==> src/irpd_pkg.sv <==
// ----------------------------------------------------------------------------
// irpd_pkg
// Types and constants shared by the IR pulse-distance frame decoder.
// ----------------------------------------------------------------------------
package irpd_pkg;

  localparam int unsigned FrameBytes = 8;
  localparam int unsigned BlockBytes = 4;
  localparam int unsigned BlockBits  = BlockBytes * 8;
  localparam int unsigned FrameBits  = FrameBytes * 8;
  localparam int unsigned BitCntW    = $clog2(BlockBits);

  localparam int unsigned DurW  = 16;
  localparam int unsigned TolW  = 7;
  localparam int unsigned ProdW = 24;
  localparam int unsigned NumDur = 6;
  localparam int unsigned CfgIdxW = 3;

  localparam logic [3:0] CkStart     = 4'd10;
  localparam logic [2:0] FooterValue = 3'b010;
  localparam logic [1:0] FooterLast  = 2'd2;
  localparam logic [TolW-1:0] Hundred = 7'd100;

  // register indexes
  localparam logic [CfgIdxW-1:0] CFG_HEADER_MARK   = 3'd0;
  localparam logic [CfgIdxW-1:0] CFG_HEADER_SPACE  = 3'd1;
  localparam logic [CfgIdxW-1:0] CFG_BIT_MARK      = 3'd2;
  localparam logic [CfgIdxW-1:0] CFG_ONE_SPACE     = 3'd3;
  localparam logic [CfgIdxW-1:0] CFG_ZERO_SPACE    = 3'd4;
  localparam logic [CfgIdxW-1:0] CFG_MSG_SPACE     = 3'd5;
  localparam logic [CfgIdxW-1:0] CFG_TOLERANCE     = 3'd6;
  localparam logic [CfgIdxW-1:0] CFG_ENFORCE_CKSUM = 3'd7;

  localparam logic [DurW-1:0] RST_HEADER_MARK  = 16'd9000;
  localparam logic [DurW-1:0] RST_HEADER_SPACE = 16'd4500;
  localparam logic [DurW-1:0] RST_BIT_MARK     = 16'd620;
  localparam logic [DurW-1:0] RST_ONE_SPACE    = 16'd1600;
  localparam logic [DurW-1:0] RST_ZERO_SPACE   = 16'd540;
  localparam logic [DurW-1:0] RST_MSG_SPACE    = 16'd19000;
  localparam logic [TolW-1:0] RST_TOLERANCE    = 7'd25;

  typedef enum logic [2:0] {
    ST_OK       = 3'd0,
    ST_HEADER   = 3'd1,
    ST_BLOCK1   = 3'd2,
    ST_FOOTER   = 3'd3,
    ST_MSGSPACE = 3'd4,
    ST_BLOCK2   = 3'd5,
    ST_CHECKSUM = 3'd6
  } status_e;

  typedef enum logic [4:0] {
    PH_IDLE     = 5'b00001,
    PH_BLOCK1   = 5'b00010,
    PH_FOOTER   = 5'b00100,
    PH_MSGSPACE = 5'b01000,
    PH_BLOCK2   = 5'b10000
  } phase_e;

  typedef struct packed {
    logic            start_of_capture;
    logic [DurW-1:0] mark_us;
    logic [DurW-1:0] space_us;
  } in_t;

  typedef struct packed {
    logic [FrameBits-1:0] frame_bits;
    logic [2:0]           status;
    logic                 checksum_mismatch;
  } out_t;

endpackage

==> src/ir_pulse_distance_frame_decoder_unit.sv <==
// ----------------------------------------------------------------------------
// ir_pulse_distance_frame_decoder_unit
// Decodes measured mark/space pairs into an 8-byte frame with nibble checksum.
// ----------------------------------------------------------------------------
// The result is in the output register in the cycle after the pair that
// completes or fails the frame is transferred.
// Throughput: one pair per cycle while no result waits on the output; the
// tolerance bound products are registered, so the input also stalls after
// reset and after each configuration write. Reset restores the default
// durations and goes idle.
module ir_pulse_distance_frame_decoder_unit (
  input  logic                             clk_i,
  input  logic                             rst_ni,
  input  logic                             cfg_we_i,
  input  logic [irpd_pkg::CfgIdxW-1:0]     cfg_idx_i,
  input  logic [irpd_pkg::DurW-1:0]        cfg_wdata_i,
  input  logic                             in_valid_i,
  output logic                             in_ready_o,
  input  irpd_pkg::in_t                    in_data_i,
  output logic                             out_valid_o,
  input  logic                             out_ready_i,
  output irpd_pkg::out_t                   out_data_o
);
  import irpd_pkg::*;

  localparam int unsigned DurIdxW = $clog2(NumDur);

  logic [DurW-1:0]  dur_q [NumDur];
  logic [TolW-1:0]  tol_q;
  logic             enforce_q;
  logic             busy_q;
  logic [ProdW-1:0] lo_q [NumDur];
  logic [ProdW-1:0] hi_q [NumDur];

  phase_e               phase_q, phase_d;
  logic [BitCntW-1:0]   bc_q, bc_d;
  logic [FrameBits-1:0] frame_q, frame_d;
  logic [2:0]           footer_q, footer_d;

  logic out_valid_q;
  out_t out_q;

  // configuration registers
  always_ff @(posedge clk_i or negedge rst_ni) begin
    if (!rst_ni) begin
      dur_q[CFG_HEADER_MARK]  <= RST_HEADER_MARK;
      dur_q[CFG_HEADER_SPACE] <= RST_HEADER_SPACE;
      dur_q[CFG_BIT_MARK]     <= RST_BIT_MARK;
      dur_q[CFG_ONE_SPACE]    <= RST_ONE_SPACE;
      dur_q[CFG_ZERO_SPACE]   <= RST_ZERO_SPACE;
      dur_q[CFG_MSG_SPACE]    <= RST_MSG_SPACE;
      tol_q     <= RST_TOLERANCE;
      enforce_q <= 1'b1;
      busy_q    <= 1'b1;
    end else begin
      busy_q <= cfg_we_i;
      if (cfg_we_i) begin
        case (cfg_idx_i)
          CFG_TOLERANCE:     tol_q <= cfg_wdata_i[TolW-1:0];
          CFG_ENFORCE_CKSUM: enforce_q <= cfg_wdata_i[0];
          default:           dur_q[cfg_idx_i[DurIdxW-1:0]] <= cfg_wdata_i;
        endcase
      end
    end
  end

  // bound products: (100 -/+ T) * E, compared against 100 * measured
  logic [TolW:0] tol_lo, tol_hi;
  always_comb begin
    tol_lo = (tol_q >= Hundred) ? '0 : {1'b0, Hundred - tol_q};
    tol_hi = {1'b0, Hundred} + {1'b0, tol_q};
  end

  always_ff @(posedge clk_i) begin
    for (int i = 0; i < NumDur; i++) begin
      lo_q[i] <= ProdW'(tol_lo * dur_q[i]);
      hi_q[i] <= ProdW'(tol_hi * dur_q[i]);
    end
  end

  // m >= floor(lo/100) <=> lo <= 100m+99 ; m <= floor(hi/100) <=> 100m <= hi
  logic [ProdW-1:0] m100, s100;
  always_comb begin
    m100 = (ProdW'(in_data_i.mark_us) << 6) + (ProdW'(in_data_i.mark_us) << 5)
         + (ProdW'(in_data_i.mark_us) << 2);
    s100 = (ProdW'(in_data_i.space_us) << 6) + (ProdW'(in_data_i.space_us) << 5)
         + (ProdW'(in_data_i.space_us) << 2);
  end

  function automatic logic in_range(logic [ProdW-1:0] v100, logic [ProdW-1:0] lo,
                                    logic [ProdW-1:0] hi);
    return (lo <= v100 + ProdW'(99)) && (v100 <= hi);
  endfunction

  logic hdr_ok, one_ok, zero_ok, msg_ok, bit_ok, bit_val, mark_ok;
  always_comb begin
    mark_ok = in_range(m100, lo_q[CFG_BIT_MARK], hi_q[CFG_BIT_MARK]);
    hdr_ok  = in_range(m100, lo_q[CFG_HEADER_MARK], hi_q[CFG_HEADER_MARK])
            && in_range(s100, lo_q[CFG_HEADER_SPACE], hi_q[CFG_HEADER_SPACE]);
    one_ok  = mark_ok && in_range(s100, lo_q[CFG_ONE_SPACE], hi_q[CFG_ONE_SPACE]);
    zero_ok = mark_ok && in_range(s100, lo_q[CFG_ZERO_SPACE], hi_q[CFG_ZERO_SPACE]);
    msg_ok  = mark_ok && in_range(s100, lo_q[CFG_MSG_SPACE], hi_q[CFG_MSG_SPACE]);
    bit_ok  = one_ok || zero_ok;
    bit_val = one_ok;
  end

  logic in_xfer;
  assign in_ready_o = !busy_q && (!out_valid_q || out_ready_i);
  assign in_xfer    = in_valid_i && in_ready_o;

  logic [FrameBits-1:0] frame_set;
  logic [3:0]           sum;
  logic                 mis;
  logic                 emit;
  out_t                 res;

  always_comb begin
    phase_d   = phase_q;
    bc_d      = bc_q;
    frame_d   = frame_q;
    footer_d  = footer_q;
    emit      = 1'b0;
    res       = '0;
    frame_set = FrameBits'(bit_val) << {phase_q == PH_BLOCK2, bc_q};
    sum = '0;
    mis = 1'b0;
    if (in_data_i.start_of_capture) begin
      frame_d  = '0;
      bc_d     = '0;
      footer_d = '0;
      if (hdr_ok) begin
        phase_d = PH_BLOCK1;
      end else begin
        emit   = 1'b1;
        res.status = ST_HEADER;
        phase_d = PH_IDLE;
      end
      res.frame_bits = '0;
    end else begin
      case (phase_q)
        PH_BLOCK1, PH_BLOCK2: begin
          if (!bit_ok) begin
            emit = 1'b1;
            res.frame_bits = frame_q;
            res.status = (phase_q == PH_BLOCK1) ? ST_BLOCK1 : ST_BLOCK2;
            phase_d = PH_IDLE;
          end else begin
            frame_d = frame_q | frame_set;
            bc_d    = bc_q + 1'b1;
            if (&bc_q) begin
              if (phase_q == PH_BLOCK1) begin
                phase_d  = PH_FOOTER;
                footer_d = '0;
              end else begin
                sum = CkStart + frame_d[3:0] + frame_d[11:8] + frame_d[19:16]
                    + frame_d[27:24] + frame_d[39:36] + frame_d[47:44] + frame_d[55:52];
                mis = (sum != frame_d[63:60]);
                emit = 1'b1;
                res.frame_bits = frame_d;
                res.status = (mis && enforce_q) ? ST_CHECKSUM : ST_OK;
                res.checksum_mismatch = mis;
                phase_d = PH_IDLE;
              end
            end
          end
        end
        PH_FOOTER: begin
          if (!bit_ok) begin
            emit = 1'b1;
            res.frame_bits = frame_q;
            res.status = ST_FOOTER;
            phase_d = PH_IDLE;
          end else begin
            footer_d = footer_q | (3'(bit_val) << bc_q[1:0]);
            bc_d     = bc_q + 1'b1;
            if (bc_q[1:0] == FooterLast) begin
              bc_d = '0;
              if (footer_d != FooterValue) begin
                emit = 1'b1;
                res.frame_bits = frame_q;
                res.status = ST_FOOTER;
                phase_d = PH_IDLE;
              end else begin
                phase_d = PH_MSGSPACE;
              end
            end
          end
        end
        PH_MSGSPACE: begin
          if (!msg_ok) begin
            emit = 1'b1;
            res.frame_bits = frame_q;
            res.status = ST_MSGSPACE;
            phase_d = PH_IDLE;
          end else begin
            phase_d = PH_BLOCK2;
            bc_d    = '0;
          end
        end
        default: phase_d = PH_IDLE;
      endcase
    end
  end

  always_ff @(posedge clk_i or negedge rst_ni) begin
    if (!rst_ni) begin
      phase_q     <= PH_IDLE;
      bc_q        <= '0;
      frame_q     <= '0;
      footer_q    <= '0;
      out_valid_q <= 1'b0;
    end else begin
      if (in_xfer) begin
        phase_q  <= phase_d;
        bc_q     <= bc_d;
        frame_q  <= frame_d;
        footer_q <= footer_d;
      end
      if (in_xfer && emit) begin
        out_valid_q <= 1'b1;
      end else if (out_ready_i) begin
        out_valid_q <= 1'b0;
      end
    end
  end

  always_ff @(posedge clk_i) begin
    if (in_xfer && emit) begin
      out_q <= res;
    end
  end

  assign out_valid_o = out_valid_q;
  assign out_data_o  = out_q;

endmodule
==> config.mk <==
export PLATFORM = sky130hd
export DESIGN_NAME = ir_pulse_distance_frame_decoder_unit
export DESIGN_NICKNAME = d
export VERILOG_FILES = /design/src/irpd_pkg.sv /design/src/ir_pulse_distance_frame_decoder_unit.sv
export SDC_FILE = /design/constraint.sdc
export NUM_CORES = 2
export LEC_CHECK = 0
export BUFFER_PORTS_ARGS = -buffer_cell sky130_fd_sc_hd__buf_2
export CAP_MARGIN = 5
export CORE_MARGIN = 4
export CORE_UTILIZATION = 37
export DETAILED_ROUTE_END_ITERATION = 7
export SLEW_MARGIN = 10
export SYNTH_ARGS = -nofsm -noshare
export SYNTH_HDL_FRONTEND = slang
export SYNTH_SLANG_ARGS = --single-unit
export TNS_END_PERCENT = 100
==> constraint.sdc <==
create_clock -name clk_i -period 17 [get_ports clk_i]
set_clock_uncertainty 0.1 [all_clocks]
set_input_delay 2.55 -clock clk_i [delete_from_list [all_inputs] [get_ports clk_i]]
set_output_delay 2.55 -clock clk_i [all_outputs]
set_load 0.02 [all_outputs]
* Word level (Yosys, flattened, before mapping)
Memory sizes are Yosys's and may differ from the RTL's.
Cells that the tools add are included.
** Cells by class
- $add $sub $neg :: 16
- $mul :: 12
- $lt $le $gt $ge :: 15
- Equality and inequality tests :: 16
- Shifts and indexed selects :: 2
- Mux-type cells :: 53
- Bitwise operators :: 7
- Reductions and logical operators :: 35
** Operators with widths (number)
- $mux W67 :: 5
- $le A24 B24 Y1 :: 12
- $pmux W67 S3 :: 1
- $mux W64 :: 3
- $mul A8 B16 Y24 :: 6
- $mul A7 B16 Y23 :: 6
- $mux W68 :: 2
- $bwmux W96 :: 1
- $or A64 B64 Y64 :: 1
- $shl A1 B6 Y64 :: 1
- $mux W5 :: 11
- $add A23 B18 Y24 :: 2
- $add A24 B7 Y24 const B :: 2
- $demux W16 S3 :: 1
- $add A22 B21 Y23 :: 2
- $pmux W5 S3 :: 2
- $mux W3 :: 9
- $add A4 B4 Y4 :: 6
- $mux W16 :: 1
- $logic_and A1 B1 Y1 :: 15
- $ne A3 B3 Y1 const B :: 5
- $mux W1 :: 12
- $reduce_and A5 Y1 :: 2
- $add A7 B7 Y8 const A :: 1
- other kinds (34) :: 47
** Storage, ports and cells
- Register bits :: 251
- Bits in writable memories :: 282
- Bits of input ports :: 57
- Output and inout bits :: 70
- Logic and storage cells :: 175
- Memories :: 2
** Memories
- hi_q :: depth 6, width 24, rd ports 6, clocked after Yosys merged registers in 0, write ports 6, RTL line ir_pulse_distance_frame_decoder_unit.sv:33 : logic [ProdW-1:0] hi_q [NumDur];
- lo_q :: depth 6, width 23, rd ports 6, clocked after Yosys merged registers in 0, write ports 6, RTL line ir_pulse_distance_frame_decoder_unit.sv:32 : logic [ProdW-1:0] lo_q [NumDur];

* Longest topological paths before layout
- Depth in word-level cells :: 23
- Gate-level depth with buffers :: 44
- Mapped depth without buffers :: 42

* Worst setup path before layout
OpenSTA, ideal clock, no wires.
- Path kind :: input to register
- From :: input in_data_i[0] in the netlist's numbering
- To :: register out_q (netlist bit out_data_o[0]) (enable)
- Setup time :: 0.516 ns
- Data arrival time :: 11.255 ns
- Required time :: 16.384 ns
- Slack :: 5.128 ns
- Stages on the path :: 30
- Buffers on the path :: 1
- Cell sequence :: fa_1 ha_1 inv_1 fa_1 nand2b_1 a211o_1 a21o_1 and3b_1 xor2_1 inv_2 o211ai_1 nor2_1 nand3_1 xnor2_1 ha_1 nand3_1 nor2_1 nand3_1 nor3_1 o21ai_0 nand4_1 o221ai_2 nor2_1 nand2_1 a2bb2oi_1 nor4_1 nor3_1 o21ai_1 buf_2 a21oi_1
** On the way
- Cells in the longest elaborated chain, start to end :: 15
- Elaborated cells on any way between the ends :: 32
- Those cells by class :: add/sub (3); order compare (8); eq/ne (1); shift (1); mux (8); bitwise (1); reduce/logical (10)
** Ends and longest elaborated chain
- start, declared :: RTL line ir_pulse_distance_frame_decoder_unit.sv:19 : input irpd_pkg::in_t in_data_i,
- $add A22 B21 Y23 :: RTL line ir_pulse_distance_frame_decoder_unit.sv:86 : s100 = (ProdW'(in_data_i.space_us) << 6) + (ProdW'(in_data_i.space_us) << 5)
- $add A23 B18 Y24 (*) :: RTL line ir_pulse_distance_frame_decoder_unit.sv:87 : + (ProdW'(in_data_i.space_us) << 2);
- $add A24 B7 Y24 :: RTL line ir_pulse_distance_frame_decoder_unit.sv:92 : return (lo <= v100 + ProdW'(99)) && (v100 <= hi);
- $le A24 B24 Y1 :: RTL line ir_pulse_distance_frame_decoder_unit.sv:92
- $logic_and A1 B1 Y1 :: RTL line ir_pulse_distance_frame_decoder_unit.sv:92
- $logic_and A1 B1 Y1 :: RTL line ir_pulse_distance_frame_decoder_unit.sv:100 : one_ok = mark_ok && in_range(s100, lo_q[CFG_ONE_SPACE], hi_q[CFG_ONE_SPACE]);
- $shl A1 B2 Y3 :: RTL line ir_pulse_distance_frame_decoder_unit.sv:174 : footer_d = footer_q | (3'(bit_val) << bc_q[1:0]);
- $or A3 B3 Y3 :: RTL line ir_pulse_distance_frame_decoder_unit.sv:174
- $ne A3 B2 Y1 :: RTL line ir_pulse_distance_frame_decoder_unit.sv:178 : if (footer_d != FooterValue) begin
- $mux W1 :: RTL line ir_pulse_distance_frame_decoder_unit.sv:178
- $mux W1 :: RTL line ir_pulse_distance_frame_decoder_unit.sv:176 : if (bc_q[1:0] == FooterLast) begin
- $mux W1 :: RTL line ir_pulse_distance_frame_decoder_unit.sv:168 : if (!bit_ok) begin
- $pmux W1 S3 :: RTL line ir_pulse_distance_frame_decoder_unit.sv:140 : case (phase_q)
- $mux W1 (*) :: RTL line ir_pulse_distance_frame_decoder_unit.sv:127 : if (in_data_i.start_of_capture) begin
- $logic_and A1 B1 Y1 (*) :: RTL line ir_pulse_distance_frame_decoder_unit.sv:228 : if (in_xfer && emit) begin
- end signal, assigned :: RTL line ir_pulse_distance_frame_decoder_unit.sv:229 : out_q <= res;
- end, declared :: RTL line ir_pulse_distance_frame_decoder_unit.sv:41 : out_t out_q;
Every way passes the cells marked *; elsewhere a longest branch is shown, timed or not.
A chain may end at the register's enable or synchronous reset.

* Worst setup path after layout
- From :: input in_data_i[16] in the netlist's numbering
- To :: register out_q (netlist bit out_data_o[2]) (data pin)
** On the way
- Cells in the longest elaborated chain, start to end :: 23
- Elaborated cells on any way between the ends :: 32
- Those cells by class :: add/sub (10); order compare (2); eq/ne (2); shift (2); mux (9); bitwise (2); reduce/logical (5)
** Ends and longest elaborated chain
- $add A22 B21 Y23 :: RTL line ir_pulse_distance_frame_decoder_unit.sv:84 : m100 = (ProdW'(in_data_i.mark_us) << 6) + (ProdW'(in_data_i.mark_us) << 5)
- $add A23 B18 Y24 (*) :: RTL line ir_pulse_distance_frame_decoder_unit.sv:85 : + (ProdW'(in_data_i.mark_us) << 2);
- $add A24 B7 Y24 :: RTL line ir_pulse_distance_frame_decoder_unit.sv:92
- $le A24 B24 Y1 :: RTL line ir_pulse_distance_frame_decoder_unit.sv:92
- $logic_and A1 B1 Y1 (*) :: RTL line ir_pulse_distance_frame_decoder_unit.sv:92
- $logic_and A1 B1 Y1 :: RTL line ir_pulse_distance_frame_decoder_unit.sv:100
- $shl A1 B6 Y64 :: RTL line ir_pulse_distance_frame_decoder_unit.sv:124 : frame_set = FrameBits'(bit_val) << {phase_q == PH_BLOCK2, bc_q};
- $or A64 B64 Y64 :: RTL line ir_pulse_distance_frame_decoder_unit.sv:148 : frame_d = frame_q | frame_set;
- (+7 left out)
- $ne A4 B4 Y1 :: RTL line ir_pulse_distance_frame_decoder_unit.sv:157 : mis = (sum != frame_d[63:60]);
- $logic_and A1 B1 Y1 :: RTL line ir_pulse_distance_frame_decoder_unit.sv:160 : res.status = (mis && enforce_q) ? ST_CHECKSUM : ST_OK;
- $mux W3 :: RTL line ir_pulse_distance_frame_decoder_unit.sv:160
- $mux W68 :: RTL line ir_pulse_distance_frame_decoder_unit.sv:151 : if (phase_q == PH_BLOCK1) begin
- $mux W68 :: RTL line ir_pulse_distance_frame_decoder_unit.sv:150 : if (&bc_q) begin
- $mux W67 :: RTL line ir_pulse_distance_frame_decoder_unit.sv:142 : if (!bit_ok) begin
- $pmux W67 S3 (*) :: RTL line ir_pulse_distance_frame_decoder_unit.sv:140
- $mux W3 (*) :: RTL line ir_pulse_distance_frame_decoder_unit.sv:127
Marks and branches as above.

==> results.yml <==
sta:
  setup_tns_ns: 0
  tightest_slew_ns: 1.23
  slew_violations: 0
  fin_crit_sh_pct: 76.7
  setup_violations: 0
  hold_viol: 0
  fin_crit_ns: 13.03
  setup_slack_ns: 3.97
  clock.fmax_mhz: 76.7
  rsz0062_at_grt: "no"
  relSlewSlack_pct: 17.3
die:
  die_x_um: 435
  core_area_um2: 181000
  dieHeight_um: 435
  initial_utilization_pct: 37.3
  die_area_um2: 189000
  ioPinCount: 127
  std_cell_rows: 156
clocking:
  clock_path_buffers: 3
  cts_tree: "done"
  clkSinkCount: 533
  clock_latency_ns: 0.68
  post_cts.repair.setup_buffers: 0
  hold_buffers: 0
  cts_root_buf: "clkbuf_16"
  htree_levels: 3
  ctsResizeCount: 0
  path_clk_slew_ns: 0.06
  cts_made_buffers: 68
cells_and_area:
  drive_gt1_share_pct: 7.40
  nNetsFinal: 9118
  design_area_um2: 73100
  areaGrowthSynthToFinish_pct: 8.28
  final_core_util_pct: 40.4
drt:
  wl_per_cell_um: 20.3
  vias: 50800
  vias_per_cell: 5.22
  drtAntennaViolNets: 0
  drc: 0
  firstDrtPassIters: 8
  wirelength_mm: 198
  first_iter_violations: 2848
yosys:
  ys_types: 101
  ys_seq_area_share_pct: 18.2
  synth_area_um2: 67500
  yosys_warnings: 0
  synth_ff_type: "dfxtp_1"
  yosysTopAreaCell: "fa_1"
  synth_fp_nets: 9156
  yosys-top-cells-area: "fa_1 (28%), ha_1 (15%), dfxtp_1 (8.4%)"
  synth.avg_cell_area_um2: 9.20
  syn_inst: 7335
  synth_edf_count: 68
  synth_top_area_share_pct: 28.3
  synth.ff_latch_count: 533
  async_flop_share_pct: 34.3
global_routing:
  grt_usage_pct: 21.2
  grt_max_degree: 83
  grt.overflow.total: 0
  grt_pass1_wl_mm: 316
  grt_pass1_vias: 54100
  antenna_found_initial: 17
place:
  placed_area_um2: 70700
  hpwl_mm: 151
  place_congestion: 0.882
  port_buffers: 126
  dp_slack_ns: 3.42
critical_path:
  required_ns: 17.31
  critPathSlowestCell: "nor3_1"
  worstPathMaxFanout: 10
  critPathLaunchType: "input port"
  crit_path_end_kind: "flop"
  worstSetupPathType: "in2reg"
  reg2reg_depth: 29
  worst-r2r-setup-slack_ns: 7.95
  r2r-start: "tol_q[2]"
  reg2reg_to: "hi_q[3][23]"
  cp.arrival_ns: 13.34
  cpPeakStageDelay_ns: 0.85
min_path:
  min_to: "frame_q[59]"
  min_path_cells: 2
  hold_start: "frame_q[59]"
  hold_class: "reg2reg"
run:
  cap_viol_max_count: 0
outcome:
  status: "completed"
==> synth_stat cells, drive strengths merged, types with 9 or more instances <==
master and n:
inv 1177, nand2 1023, fa 955, ha 809, and2 482, a21oi 325
nor2 312, clkbuf 293, dfxtp 282, xnor2 214, o21ai 171, dfrtp 149
nor2b 110, a21o 109, mux2 108, o21bai 85, edfxtp 68, nor3 68
xor2 64, nand4 53, a31oi 47, nand3 46, a211oi 35, a21boi 34
dfstp 34, and3 23, nand2b 23, a31o 21, nor4 20, o21a 16
buf 14, and4 13, o31ai 10, or2 10, o311ai 9
==> flip-flops by register name, indices dropped and copies added, names as in the netlist <==
name / cells
hi_q: 144
footer_q: 3
enforce_q: 1
busy_q: 1
dur_q: 96
out_valid_o: 1
frame_q: 64
lo_q: 138
out_data_o: 68
bc_q: 5
tol_q: 7
phase_q: 5
==> through the flow <==
stage,hold WS (ns),instances
after detailed placement,0.388,9597
after floorplan,0.362,7335
after CTS,0.401,9723
final,0.397,9730
after global routing,0.429,9725
after global placement,0.377,9597
==> metal layers <==
layer / routed length [um] / global-route usage [%] / share of wire, %
met5: 69 / 0 / 0.035
met4: 6340 / 6.66 / 3.2
met3: 11800 / 3.40 / 6.0
met2: 93700 / 35.7 / 47
met1: 85800 / 27.9 / 43
==> area by class of cell <==
class                           count  area [um^2]
Fill cell                       17800       108000
Clock inverter                     40          531
Multi-Input combinational cell   5318        49800
Sequential cell                   533        12300
Inverter                         1177         4420
Timing Repair Buffer              199         1210
Clock buffer                       86         1840
Antenna cell                        7         17.5
Tap cell                         2370         2970
==> worst max path at each step <==
stage,start,to,slack (ns),depth (start not counted)
6_report,in_data_i[16],out_data_o[2],3.97,39
5_1_grt,in_data_i[16],out_data_o[2],3.33,39
4_1_cts,in_data_i[16],out_data_o[2],4.08,39
3_5_place_dp,in_data_i[16],out_data_o[2],3.42,39
3_3_place_gp,in_data_i[16],out_data_o[2],3.54,39
2_1_floorplan,in_data_i[0],out_data_o[0],5.13,30
==> placed cells by master (no fill, tap or decap), types with 11 or more instances in the layout <==
master / count
a21boi_0: 32
dfrtp_1: 147
a31oi_1: 47
and2_1: 482
dfstp_2: 33
o21a_1: 16
ha_1: 808
edfxtp_1: 68
mux2_2: 108
buf_4: 71
nand2b_1: 23
a211oi_1: 31
nor3_1: 65
a21oi_1: 321
xor2_1: 61
nand3_1: 46
nor4_1: 18
o21ai_0: 166
fa_1: 955
clkbuf_16: 68
nor2_1: 306
inv_1: 1175
and3_1: 23
a31o_2: 21
o21bai_1: 85
xnor2_1: 210
dfxtp_1: 282
buf_2: 125
nand2_1: 1023
nor2b_1: 109
and4_1: 12
a21o_1: 109
clkbuf_1: 11
nand4_1: 53
==> critical path, delay by kind of cell <==
| kind | cells | cell delay, ns |
|---|---|---|
| simple gates | 11 | 2.88 |
| xor+xnor | 8 | 1.72 |
| compound gates | 8 | 2.26 |
| buf+inv | 3 | 0.25 |
| fa+ha+maj | 9 | 3.63 |
==> cell families (layout without fill, tap and decap cells) <==
group                      count (synthesis)  after routing  synth area share [%]
buffers and inverters                   1484           1502                  8.29
muxes                                    111            111                  1.85
and+or+nand+nor                         2225           2225                  15.7
adders and majority gates               1768           1768                  43.4
AOI/OAI and AO/OA                        934            934                  8.83
other                                      0              7                     0
xor gates and xnor gates                 280            280                  3.74
DFF                                      533            533                  18.2
Power is left out: the tool's default activity adds up to more than one toggle a clock period on the data nets, which glitch-free logic cannot reach.
